`src/rtl/ses_pkg.sv`:
```
// Shared types, constants and control codes of the equal-range search block.
package ses_pkg;

	localparam int DEPTH_DEF = 1024;  // default number of store entries
	localparam int CNT_W     = 11;    // count register width
	localparam int IDX_IN_W  = 10;    // entry index width on the input beat
	localparam int VAL_W     = 32;    // entry and target value width
	localparam int OUT_IDX_W = 11;    // result index width, all ones when absent
	localparam int FUNC_W    = 1;

	localparam logic [FUNC_W-1:0] FUNC_WRITE = 1'b0;
	localparam logic [FUNC_W-1:0] FUNC_QUERY = 1'b1;

	typedef enum logic [2:0] {
		ST_IDLE,
		ST_INIT1,
		ST_SRCH1,
		ST_INIT2,
		ST_SRCH2,
		ST_DONE
	} state_t;

	// commands from the controller to the datapath
	typedef struct packed {
		logic load_target;  // capture the query target
		logic wr_entry;     // write beat accepted: store the entry
		logic init;         // set bounds to the whole range, issue first probe
		logic step;         // take the probe result, narrow bounds, issue next probe
		logic dir_first;    // narrow left on a match (first index search)
		logic save_first;   // keep the first search outcome
		logic load_out;     // move the result into the output register
	} cmd_t;

	// status from the datapath to the controller
	typedef struct packed {
		logic is_query;   // func of the waiting input beat
		logic more_init;  // searched range is not empty
		logic more_step;  // bounds still enclose a probe after this step
		logic hit_vld;    // the current search has matched
		logic out_busy;   // output register full and not being taken
	} sts_t;

endpackage

```
`src/rtl/ses_ctrl.sv`:
```
// Controller state machine sequencing the two binary searches.
module ses_ctrl (
	input  logic          clk,
	input  logic          arst_n,
	input  logic          in_valid,
	output logic          in_ready,
	input  ses_pkg::sts_t sts,
	output ses_pkg::cmd_t cmd
);

	ses_pkg::state_t state_q, state_d;

	always_ff @(posedge clk or negedge arst_n) begin
		if (!arst_n) begin
			state_q <= ses_pkg::ST_IDLE;
		end else begin
			state_q <= state_d;
		end
	end

	always_comb begin
		state_d  = state_q;
		cmd      = '0;
		in_ready = 1'b0;
		unique case (state_q)
			ses_pkg::ST_IDLE: begin
				in_ready = 1'b1;
				if (in_valid) begin
					if (sts.is_query) begin
						cmd.load_target = 1'b1;
						state_d         = ses_pkg::ST_INIT1;
					end else begin
						cmd.wr_entry = 1'b1;
					end
				end
			end
			ses_pkg::ST_INIT1: begin
				cmd.init      = 1'b1;
				cmd.dir_first = 1'b1;
				state_d       = sts.more_init ? ses_pkg::ST_SRCH1 : ses_pkg::ST_INIT2;
			end
			ses_pkg::ST_SRCH1: begin
				cmd.step      = 1'b1;
				cmd.dir_first = 1'b1;
				if (!sts.more_step) begin
					state_d = ses_pkg::ST_INIT2;
				end
			end
			ses_pkg::ST_INIT2: begin
				cmd.save_first = 1'b1;
				if (sts.hit_vld) begin
					cmd.init = 1'b1;
					state_d  = ses_pkg::ST_SRCH2;
				end else begin
					state_d = ses_pkg::ST_DONE;
				end
			end
			ses_pkg::ST_SRCH2: begin
				cmd.step = 1'b1;
				if (!sts.more_step) begin
					state_d = ses_pkg::ST_DONE;
				end
			end
			ses_pkg::ST_DONE: begin
				if (!sts.out_busy) begin
					cmd.load_out = 1'b1;
					state_d      = ses_pkg::ST_IDLE;
				end
			end
			default: begin
				state_d = ses_pkg::ST_IDLE;
			end
		endcase
	end

	a_query_starts: assert property (@(posedge clk) disable iff (!arst_n)
		(in_valid && in_ready && sts.is_query) |=> (state_q == ses_pkg::ST_INIT1))
		else $error("query beat did not start the first search");

	a_done_holds: assert property (@(posedge clk) disable iff (!arst_n)
		(state_q == ses_pkg::ST_DONE && sts.out_busy) |=> (state_q == ses_pkg::ST_DONE))
		else $error("result dropped while output register busy");

	a_one_cmd: assert property (@(posedge clk) disable iff (!arst_n)
		!(cmd.init && cmd.step))
		else $error("init and step issued together");

endmodule

```
`config.mk`:
```
export PLATFORM = sky130hd
export DESIGN_NAME = ses_ctrl
export DESIGN_NICKNAME = d
export VERILOG_FILES = /design/src/rtl/ses_pkg.sv /design/src/rtl/ses_ctrl.sv
export SDC_FILE = /design/constraint.sdc
export NUM_CORES = 1
export LEC_CHECK = 0
export BUFFER_PORTS_ARGS = -buffer_cell sky130_fd_sc_hd__buf_2
export CORE_AREA = 2 2 39 41
export DETAILED_ROUTE_END_ITERATION = 8
export DIE_AREA = 0 0 41 43
export GPL_TIMING_DRIVEN = 0
export SLEW_MARGIN = 10
export SYNTH_ARGS = -nofsm -noshare
export SYNTH_HDL_FRONTEND = slang
export SYNTH_SLANG_ARGS = --single-unit
```
`constraint.sdc`:
```
create_clock -name clk -period 2.42 [get_ports clk]
set_input_delay 0.242 -clock clk [delete_from_list [all_inputs] [get_ports clk]]
set_output_delay 0.242 -clock clk [all_outputs]
set_load 0.005 [all_outputs]
```
### Word-level counts from Yosys, hierarchy flattened

Index checks and enable logic that the tools add are counted.

* mux-type cells: 20
* equality and inequality tests: 10
* reductions and logical operators: 4

Operators by type and width (number)
* $pmux W3 S6: 1
* $mux W3: 5
* $mux W1: 11
* $ne A2 B2 Y1 const B: 5
* $eq A3 B2 Y1 const B: 2
* $eq A3 B3 Y1 const B: 2
* $reduce_and A5 Y1: 1
* $mux W2: 2
* $reduce_or A2 Y1: 2
* $eq A3 B1 Y1 const B: 1
* $logic_not A3 Y1: 1
* $pmux W1 S2: 1

* output and inout port bits: 8
* logic and storage cells: 35
* input bits: 8
* register bits: 3

### Depth between registers and ports, before layout

Gate-level depths: netlist (run 1).

* word-level depth: 3
* depth in mapped cells: 4
* mapped depth without buffers: 3

### Worst setup path before layout (run 1)

No wires, ideal clock.

* kind: flip-flop to output port
* start: register state_q[2]
* end: output cmd[6] (netlist bit)
* data required time: 2.178 ns
* stages on the path, launching flop included: 4
* path buffers: 1
* arrival time: 0.924 ns
* path slack: 1.254 ns
* cells stage by stage: dfrtp_1 -> buf_4 -> nor3_4 -> and3_1

RTL lines
* from (decl): RTL line ses_ctrl.sv:11 `ses_pkg::state_t state_q, state_d;`
* from (signal assigned): RTL line ses_ctrl.sv:15 `state_q <= ses_pkg::ST_IDLE;`
* from (signal assigned): RTL line ses_ctrl.sv:17 `state_q <= state_d;`
* to (decl): RTL line ses_ctrl.sv:8 `output ses_pkg::cmd_t cmd`

==> summary by stage, run 1 <==
Floorplanning
The floorplan core area is 0.00138 sq mm. The number of top-level pins is 16. Measured along the x axis, the die boundary spans 41 um.

The die height is 43 um. The initialized floorplan defines 14 standard-cell rows. The die area is 0.00176 sq mm. The initial utilization of the core area, before any placement, comes to 0.191.

Critical path
The critical path launch point type is a flip-flop. The worst stage delay on the critical path is 0.39 ns. Setup slack on the worst reg-to-reg path comes out at 1.34 ns.

The worst setup path is captured at an output pin. Of all nets on the critical path, the largest fanout is 10. On the critical path, the stage with the largest delay is an instance of sky130_fd_sc_hd__dfrtp_1.

Traced cell by cell, the critical path runs through buf_4 -> nor3_4 -> and3_1 -> buf_2. The signal arrival time at the worst endpoint is 1.27 ns. The number of buffer and inverter stages on the critical path is 2.

For the worst setup path, the data required time is 2.18 ns. The worst setup path is of the flip-flop to output pin kind. On the critical path the largest part of the delay comes from flip-flops.

Yosys
The cell count after synthesis is 30. The mapped netlist covers 264 sq um. The fraction of synthesis flops using an asynchronous set or reset pin is 1.00. In the post-synthesis netlist, the biggest area contributors are sky130_fd_sc_hd__dfrtp_1, sky130_fd_sc_hd__nor2_1, sky130_fd_sc_hd__buf_6, sky130_fd_sc_hd__xnor2_1, sky130_fd_sc_hd__nor3_4. The share of the synthesized area in the top cell type is 0.284. For this run, the register share of the synthesized area comes to 0.284. The prevailing post-synth register cell is sky130_fd_sc_hd__dfrtp_1. The synthesized design contains 3 register bits. The largest total area in the synthesized netlist belongs to sky130_fd_sc_hd__dfrtp_1. The number of distinct library cells after synthesis is 18. The mean area per synthesized cell is 8.80 sq um. The number of enable flip-flop cells after synthesis is 0. The net count after synthesis is 38. The number of synthesis warnings is 0.

CTS
Clock tree synthesis selected as its root buffer the cell sky130_fd_sc_hd__clkbuf_4. The quantity of hold-fixing buffers added after cts is 1. The CTS H-tree depth is 1.

The post-CTS resize count is 0. Clock-pin slew was measured on the worst setup and hold paths at around 0.040 ns. The clock tree buffer depth is 2. The CTS tree is yes. The later-pin clock latency in the skew report is 0.24 ns. The number of buffers inserted during clock tree synthesis is 3. Once the clock tree was built, the setup fixing pass inserted 0 buffers. CTS saw 3 sinks.

GRT
The via count of the first global-routing pass is 249. The global routing met2 resource utilization is 0.122. After global routing, the most crowded layer is met2. For this run, the total global-route usage over all layers was measured as 0.0965.

The number of antenna violations at the first check in global routing is 0. For this run the aggregate overflow at the end of global routing stands at 0. The met3 track demand over resource in global routing is 0.0471. The pin count of the biggest net entering global routing is 11. The met1 routing resource usage after global routing is 0.106. The first global-routing pass estimated 1040 um of wire.

STA
Between clock sinks in the finished design, the worst skew comes to approximately 0.0013 ns. The worst-case setup margin in the final layout is 0.904 ns. The fmax is between 600 and 700 MHz.

The final critical-path required period is 1.52 ns. The smallest hold slack is approximately 0.31 ns. In the finished design, the share of the clock period the worst path needs comes to 0.626. The final-layout setup total negative slack is 0 ns. The final number of max-transition violations was 0. At the pin with the least slew margin, the transition time is 0.179 ns. The worst slew slack as a fraction of its limit is 0.880. Setup repair after global routing left no endpoint under its margin. The count of final hold-check violations is 0. The count of final setup violators is 0.

Min path
The worst min-delay path category is input pin to flip-flop.

Layout
From synthesis to final layout, the design area changed by 49.8%. Of the cells placed in the final design, the portion with a size suffix greater than 1 is 0.480. Excluding fillers, the count of instances in the completed layout stands at 66.

Registers take 75.1 sq um. The largest registers in the layout are state_q x3. The register with the highest flop count is state_q. The total number of nets in the final design is between 50 and 60.

The number of fill cells is 150. The number of flip-flops under the largest register name is 3. The finished layout cell area is between 300 and 400 sq um.

The area of the multi-input gates is 159 sq um. The repair_antennas step left the layout with diodes totalling 0.

Place
Detailed placement finished with a half-perimeter wire length of 452 um. The congestion estimate from routability-driven global placement came to 0.681. Summing all placed instances gives a cell area of 359 sq um. Port buffering added 15 buffers.

The placement-stage worst setup slack is between 1 and 1.5 ns. The cell count after placement is 61.

Outcome
The flow ran to the end, and the final reports show no timing, DRC or antenna violations.

Run
Across the run, the number of max-cap violations was 0.

Detailed routing
Summing over every cut layer, the via total after detailed routing is 275. For this run, design rule violations remaining after detail routing come to 0. The detail-routed via count per cell is between 4 and 5. The wire length per cell after detailed routing is 9.09 um. The pre-antenna-repair detailed-routing pass consisted of 2 iterations. Summed over all layers, the routed wires come to 600 um.

The count of nets left with antenna violations once routing finished came out at 0. The number of DRC markers after the initial detailed-route iteration is 3.

Power and ir drop
Power spread over the standard cell area amounts to 1330 mW/mm^2. The leakage dissipation is 0.210 nW. The maximum vdd ir drop is 0.000454 V.
layout make-up:
class | count | area share
plain buffers | 3 | 0.0759
clock buffers | 4 | 0.0665
multi-input cells | 24 | 0.402
flip-flops and latches | 3 | 0.190
well taps | 16 | 0.0506
repair buffers | 16 | 0.215
synthesized netlist by cell type, types with 2 or more instances:
cell type                 instances
sky130_fd_sc_hd__nor2_1           7
sky130_fd_sc_hd__dfrtp_1          3
sky130_fd_sc_hd__buf_6            2
sky130_fd_sc_hd__nand2_1          2
sky130_fd_sc_hd__nor2b_1          2
sky130_fd_sc_hd__xnor2_1          2
worst paths after layout:
path / to / cells past startpoint / startpoint
worst min register to register: state_q[0] / 2 / state_q[0]
worst min-delay path: state_q[0] / 3 / sts[3]
min in group asynchronous: state_q[1] / 2 / arst_n
worst max register to register: state_q[0] / 4 / state_q[2]
max in group asynchronous: state_q[2] / 2 / arst_n
worst max-delay path: cmd[6] / 4 / state_q[2]
layout by cell type (no fill, tap or decap), drive strengths merged, types with 2 or more instances in the layout:
master	synthesis	final
nor2b	2	2
nor2	7	7
xnor2	2	2
nand2	2	2
dfrtp	3	3
buf	3	18
clkbuf	0	4
per-stage QoR:
| step | util | power [mW] |
|---|---|---|
| finish | 0.286 | 0.526 |
| global route | 0.286 | 0.582 |
| CTS | 0.286 | 0.534 |
| detailed placement | 0.259 | 0.439 |
| global placement | 0.259 | 0.434 |
| floorplan | - | 0.344 |
routing by layer:
layer | up-vias | share of wire | wire, um
met5 | - | 0 | 0
met4 | 0 | 0.027 | 16
met3 | 2 | 0.078 | 47
met2 | 12 | 0.47 | 283
met1 | 119 | 0.42 | 253
li1 | 142 | - | -
worst reg2reg max path, cell delays in order, from the launching register on:
cell and delay [ns]:
sky130_fd_sc_hd__dfrtp_1 0.39, sky130_fd_sc_hd__buf_4 0.18, sky130_fd_sc_hd__o21ai_1 0.14, sky130_fd_sc_hd__a21oi_1 0.09, sky130_fd_sc_hd__a211oi_2 0.19
cells by family after synthesis:
family | share of synthesized area
buffers and inverters | 0.114
XOR/XNOR | 0.0664
flip-flops | 0.284
AND/OR/NAND/NOR | 0.327
AO/OA/AOI/OAI | 0.209
report_power, final:
part           internal, mW  switching, mW  total [mW]
registers            0.0755         0.0155      0.0910
clock network        0.0622         0.0322      0.0944
logic                 0.178          0.163       0.341
Note: power is estimated with default switching activity, not from simulation.
==> run 2, diff against run 1 <==
Clock period 2.42 ns to 1.28 ns, I/O delays scaled along.
==> run 2 against run 1 <==
Effect of this change:
- the run now ends with negative setup slack left
- non-clock buffer count is 9 higher
- register-to-register slack worse by 1.3 ns
- flip-flop and latch count stayed put
- hold slack worse by 0.12 ns
- final area is 23% higher
- clock skew is 0.0016 ns higher
- total power is 140% higher
==> summary by stage, run 2 (synthesis gave the netlist of run 1 again) <==
Critical path
The worst setup path is launched from a flip-flop. In this run the critical register-to-register path is launched from state_q[1]. The worst setup path is captured at an output pin. The largest driver fanout on the critical path is 5. The signal arrival time at the worst endpoint is 1.20 ns. The timing startpoint of the critical path is state_q[1].

The required arrival time at the worst endpoint is roughly 1.2 ns. The worst setup path is of the flip-flop to output pin kind.

Power and ir drop
The switching power of the nets is around 0.47 mW. The leakage dissipation is ~0.26 nW. The total power draw is 1.26 mW. The sequential power share is 0.133. The cell-internal power is a little under 0.8 mW. The combinational group share of total power is 0.726.

The total power per unit cell area is about 2600 mW/mm^2. The worst-case IR drop observed on VDD is 0.000839 V. The switching part of the total power is 0.375.

The clock network fraction of total power is 0.140.

Layout
The combined flip-flop and latch cell area is 75.1 sq um. The filler cells instantiated in the layout total approximately 150. The area of the multi-input gates is 175 sq um. The library cell used most frequently in the layout, excluding fill and tap cells, is sky130_fd_sc_hd__buf_2. The final cell count without fillers is between 70 and 80. The total inserted antenna cells is 0. The number of flip-flops under the largest register name is 3.

The share of cells above drive strength 1 is 0.627. In the final layout, the registers with the most flip-flops are state_q x3. Measured on the finished design, the core utilization comes to 0.352.

Leaving out fill and tap cells, the most frequent cells in the layout are sky130_fd_sc_hd__buf_2, sky130_fd_sc_hd__buf_4, sky130_fd_sc_hd__nor2_1. The area growth from synthesis to layout is 84.4%. The register with the highest flop count is state_q.

The finished layout cell area is around 490 sq um. The total number of nets in the final design is 68.

STA
The worst path in the final design needs a cycle of 1.33 ns, including I/O delays and setup. Setup repair after global routing could not meet its margin everywhere. For this run, the top clock speed supported by timing is 750 MHz. The share of the clock period used by the worst path is 1.04. The slew of the pin with the lowest slew margin is 0.178 ns.

The final number of max-transition violations came to 0. On the final layout, the worst clock skew is 0.00291 ns. Hold timing on the final database bottoms out at a slack of 0.193 ns. The worst slew slack as a fraction of its limit is 0.880. The count of final hold-check violations is 0. Setup violations remaining at the end of the flow were counted as 5. The worst-case setup margin in the final layout is -0.0530 ns.

Place
Including well taps, the total number of placed cells is 61. The routability-driven placement congestion ratio is 0.681. Buffers placed on the I/O ports in this run total 15. The detailed-placement wirelength estimate is between 400 and 500 um. The area of placed instances is 359 sq um.

GRT
The first-pass GRT wire length is approximately 1200 um. The combined global-route utilization of all metal layers is 0.106. The via count of the first global-routing pass is 290. The number of antenna violations at the first check in global routing is 0. The pin count of the biggest net entering global routing is 11.

The leftover overflow at the end of global routing is 0.

Floorplanning
The floorplan step set the die width to 41 um. The floorplan has 14 rows. The floorplan step defined a core boundary enclosing 0.00138 sq mm. The number of top-level pins is 16. The starting density of the core is 0.191. The floorplan step set the die height to 43 um. The die area is 0.00176 sq mm.

Detailed routing
The uppermost signal routing layer after detailed routing is met4. In the routed design, unresolved DRC markers number 0. In this run, the number of DRC markers left after iteration 0 of detailed routing was 2. The met2 wirelength from detailed routing is 410 um. The number of detailed-route iterations in the first pass is 3. The detail-routed via count per cell is 4.15. The count of nets left with antenna violations once routing finished came out at 0. The met3 wire length is roughly 47 um. For this block, the routed nets add up to 770 um of wire. The wire length per cell after detailed routing is 10.3 um. The detailed router placed 311 vias in this run.

The met1 wire length is roughly 290 um.

CTS
The clock transition at the registers of the reported paths is approximately 0.040 ns. The CTS H-tree depth is 1. The clock sink count is 3. The clock tree buffer depth is 2. The later-pin clock latency in the skew report is around 0.24 ns. The tree is rooted in a sky130_fd_sc_hd__clkbuf_4. Counting the buffers created by CTS gives 3. The CTS tree is yes.

Min path
The tightest min-delay check is of the input pin to flip-flop type. The startpoint of the worst hold path is sts[3].

Outcome
The run finished, with violations left. The final reports fail on negative setup slack.

Run
The tool flagged a number of max-cap violations equal to 0.
[run 2: changes by cell type in the layout (fill, tap and decap cells not counted), sizes merged]
| cell | previous run | this run |
|---|---|---|
| buf | 18 | 27 |
[run 2: what timing repair did]
action	CTS	global route
pin swaps	3	0
cloned	1	0
endpoints found under the hold margin	3	0
gates resized for setup	3	5
buffers inserted	6	2
hold buffers	1	0
setup endpoints to repair	5	8
[run 2: per-stage QoR]
stage	setup WS, ns	TNS [ns]
after floorplan	0.228	0
after global placement	0.144	0
after detailed placement	0.115	0
after CTS	-0.0557	-0.158
after global routing	-0.124	-0.485
final	-0.0530	-0.160
[run 2: power by group through the flow]
stage	logic, mW	clock network [mW]	registers [mW]
after floorplan	0.481	0	0.169
after global placement	0.647	0	0.173
after detailed placement	0.656	0	0.175
after CTS	0.823	0.175	0.168
after global routing	1.01	0.192	0.170
final	0.915	0.176	0.168
[run 2: layer usage]
layer,up-vias,track usage
met5,-,0
met4,0,0.100
met3,2,0.0471
met2,12,0.141
met1,137,0.116
li1,160,-
[run 2: layout make-up]
cell class / instances / area share
Sequential cell: 3 / 0.154
Tap cell: 16 / 0.0411
Buffer: 3 / 0.0694
Clock buffer: 4 / 0.0540
Multi-Input combinational cell: 24 / 0.360
Timing Repair Buffer: 25 / 0.321
[run 2: worst paths after layout]
path / cells past startpoint / end / slack (ns)
max: 4 / cmd[6] / -0.05
min: 3 / state_q[0] / 0.19
max reg2reg: 6 / state_q[0] / 0.05
min reg2reg: 2 / state_q[1] / 0.61
max in group asynchronous: 2 / state_q[1] / 0.96
min in group asynchronous: 2 / state_q[0] / 0.21
[run 2: worst max-delay path, stage by stage, from the launching register on]
cell and delay [ns]:
sky130_fd_sc_hd__dfrtp_1 0.38, sky130_fd_sc_hd__buf_6 0.14, sky130_fd_sc_hd__nor3_4 0.18, sky130_fd_sc_hd__and3_1 0.16
sky130_fd_sc_hd__buf_2 0.10
==> run 3, diff against run 2 <==
Settings changed: GPL_TIMING_DRIVEN 0 to not set.
==> run 3 against run 2 <==
Effect of this change:
- the flow still finishes with violations (negative setup slack)
- hold slack improved by 0.0042 ns
- largest cell class is now multi-input gates
- final area fell by 8.0%
- first-iteration DRC count fell by 100%
- die area stayed put
- clock skew down 0.0018 ns
- clock-buffer cell count is the same
- combinational power is 24% lower
- sequential share of layout area grew 2.2 points
- total power decreased by 11%
- sequential power up 52%
==> summary by stage, run 3 (synthesis gave the netlist of run 1 again) <==
Power and ir drop
The leakage dissipation is 0.228 nW. Cell internal power was estimated by the tool at 0.700 mW. In this run the power density over the cells is 2500 mW/mm^2. Of the total power, combinational logic draws 0.624. The sequential power share is 0.227. The maximum vdd ir drop is approximately 0.00085 V. Of the total power, the clock network draws 0.148. The switching power of the nets is 0.420 mW. Of the total power, the share spent switching nets is 0.375. After layout, the design draws a total of 1.12 mW.

Detailed routing
After detailed routing, the number of vias per cell comes to about 4.2. For this run, the detailed router's first-pass iteration total came to 1. For this block, the initial DRC count from the detailed router was 0. For this run, design rule violations remaining after detail routing come to 0. The aggregate routed wire length is approximately 670 um. Dividing the detail-routed wire length by the instance count gives 9.81 um.

The remaining antenna violation count after routing is 0. The total via count after detailed routing is 286.

CTS
The tree built by TritonCTS fans out to 3 sinks. The clock reaches the later pin of the worst-skew pair after ~0.23 ns. The clock tree buffer depth is 2.

After clock tree synthesis, the clock-pin slew on the worst setup and hold paths is about 0.04 ns. The root cell of the clock tree is sky130_fd_sc_hd__clkbuf_4. TritonCTS built the clock tree.

In this run the number of H-tree levels came out at 1. The number of buffers inserted during clock tree synthesis is 3.

Layout
In the final layout, the multi-input gates occupy 169 sq um. The area growth from synthesis to layout is 69.7%. The total inserted antenna cells is 0.

In the final layout, the share of cells above drive strength 1 is 0.596. The library cell used most frequently in the layout, excluding fill and tap cells, is sky130_fd_sc_hd__buf_2. The combined flip-flop and latch cell area is 78.8 sq um. The largest registers in the layout are state_q x3. The register with the most flip-flops in the layout has 3 of them. In the layout the commonest cells are sky130_fd_sc_hd__buf_2, sky130_fd_sc_hd__nor2_1, sky130_fd_sc_hd__clkbuf_4, sky130_fd_sc_hd__buf_4, sky130_fd_sc_hd__dfrtp_2. The layout has 149 filler cells. At the end of the flow, the number of nets in the layout was 61. The finished layout cell area is 448 sq um. The register with the highest flop count is state_q.

Excluding fillers, the count of instances in the completed layout stands at 68. Once layout is complete, the utilization of the core stands at 0.324.

Floorplanning
The initial utilization of the core area, before any placement, comes to 0.191. In this run the standard cell core region covers approximately 0.0014 sq mm. The die height is 43 um.

The number of top-level pins is 16. The floorplan step set the die width to about 41 um. In this run the core area contains 14 standard-cell rows. The die area is about 0.0018 sq mm.

Outcome
The checks that failed: negative setup slack. The flow ran to the end, but the final reports show violations.

Critical path
The critical path's slowest cell is sky130_fd_sc_hd__dfrtp_2. The critical path goes through buf_12 -> xnor2_1 -> nor2_1 -> buf_2. The kind of cell adding the most delay to the critical path is flip-flops. In this design, the stage delay of the slowest critical-path cell is 0.45 ns. The number of buffer and inverter stages on the critical path is 2. The required arrival time at the worst endpoint is 1.15 ns. The critical path launch point type is a flip-flop. The critical path in this run is classified as flip-flop to output pin.

For the worst setup path, the data arrival time is 1.18 ns. Of all nets on the critical path, the largest fanout is 6. STA classifies the critical path endpoint as an output pin.

STA
Hold timing on the final database bottoms out at a slack of 0.198 ns. The fmax is between 700 and 800 MHz. The worst-case setup margin in the final layout is -0.0272 ns. The count of final hold-check violations was 0.

For the pin with the worst max-slew slack, the measured transition is 0.177 ns. The routed design could run at a clock period as short as 1.31 ns. The final number of max-transition violations was 0. Setup repair after global routing could not meet its margin everywhere. Between clock sinks in the finished design, the worst skew comes to about 0.0011 ns. The count of final setup violators is 2. The worst slew slack as a fraction of its limit is 0.881. The share of the clock period used by the worst path is 1.02.

Place
The detailed-placement wirelength estimate is 476 um. The count of input and output buffers is 15. Once placement finished, the instance area stood at 344 sq um. The cell count after placement is 60. At the end of routability-driven placement, the weighted congestion stood at 0.687.

GRT
For this run the aggregate overflow at the end of global routing stands at 0. The number of antenna violations at the first check in global routing came to 0. Across every metal layer, demand over resource in global routing totals 0.0957. The first-pass GRT wire length is 1040 um. Entering global routing, the biggest net connects 11 pins. The via count of the first global-routing pass is 264.

Run
Across the run, the number of max-cap violations was 0.

Min path
The min-delay analysis places its worst path in the category input pin to flip-flop.
-- run 3: cell types whose count changed in the layout (fill, tap and decap cells not counted) --
cell and change:
sky130_fd_sc_hd__buf_12 +2, sky130_fd_sc_hd__buf_2 -1, sky130_fd_sc_hd__buf_4 -5, sky130_fd_sc_hd__buf_6 -3, sky130_fd_sc_hd__dfrtp_1 -3, sky130_fd_sc_hd__dfrtp_2 +3
sky130_fd_sc_hd__nand2_1 +1, sky130_fd_sc_hd__nand2_2 -1, sky130_fd_sc_hd__o21ai_1 +1, sky130_fd_sc_hd__o21ai_2 -1
-- run 3: metrics by stage --
stage,setup slack (ns),setup TNS [ns]
global route,-0.101,-0.402
global placement,0.119,0
CTS,-0.0205,-0.0562
detailed placement,0.117,0
finish,-0.0272,-0.0310
floorplan,0.228,0
-- run 3: final timing paths --
check | cells after the start | end | slack (ns) | from
max | 4 | cmd[2] | -0.03 | state_q[1]
min | 3 | state_q[0] | 0.20 | sts[3]
max reg2reg | 3 | state_q[0] | 0.17 | state_q[1]
min reg2reg | 2 | state_q[1] | 0.67 | state_q[0]
max in group asynchronous | 2 | state_q[1] | 0.94 | arst_n
min in group asynchronous | 2 | state_q[0] | 0.22 | arst_n
-- run 3: area by class of cell --
cell class	instances	area share
multi-input cells	24	0.377
repair buffers	21	0.344
flip-flops and latches	3	0.176
clock buffers	4	0.0587
well taps	16	0.0447
-- run 3: per-layer routing --
| metal | vias to the layer above | GRT usage | part of all wire |
|---|---|---|---|
| met5 | - | 0 | 0 |
| met4 | 0 | 0.100 | 0 |
| li1 | 145 | - | - |
| met3 | 0 | 0.0366 | 0.067 |
| met2 | 10 | 0.141 | 0.52 |
| met1 | 131 | 0.0909 | 0.41 |
-- run 3: timing repair --
item	in CTS	in global routing
pin swaps	1	3
hold buffers	1	0
gates resized for setup	5	2
buffers inserted	2	1
setup endpoints to repair	7	6
endpoints found under the hold margin	3	0
-- run 3: worst reg2reg max path, delay by kind of cell, from the launching register on --
kind | cells | cell delay [ns]
DFF | 1 | 0.45
buffers and inverters | 1 | 0.16
AOI/OAI and AO/OA | 2 | 0.41
-- run 3: power by group through the flow --
stage	combinational, mW	clock, mW	sequential (mW)
5_1_grt	0.770	0.188	0.265
4_1_cts	0.608	0.175	0.270
3_5_place_dp	0.501	0	0.274
3_3_place_gp	0.500	0	0.270
2_1_floorplan	0.481	0	0.169
6_report	0.699	0.166	0.255
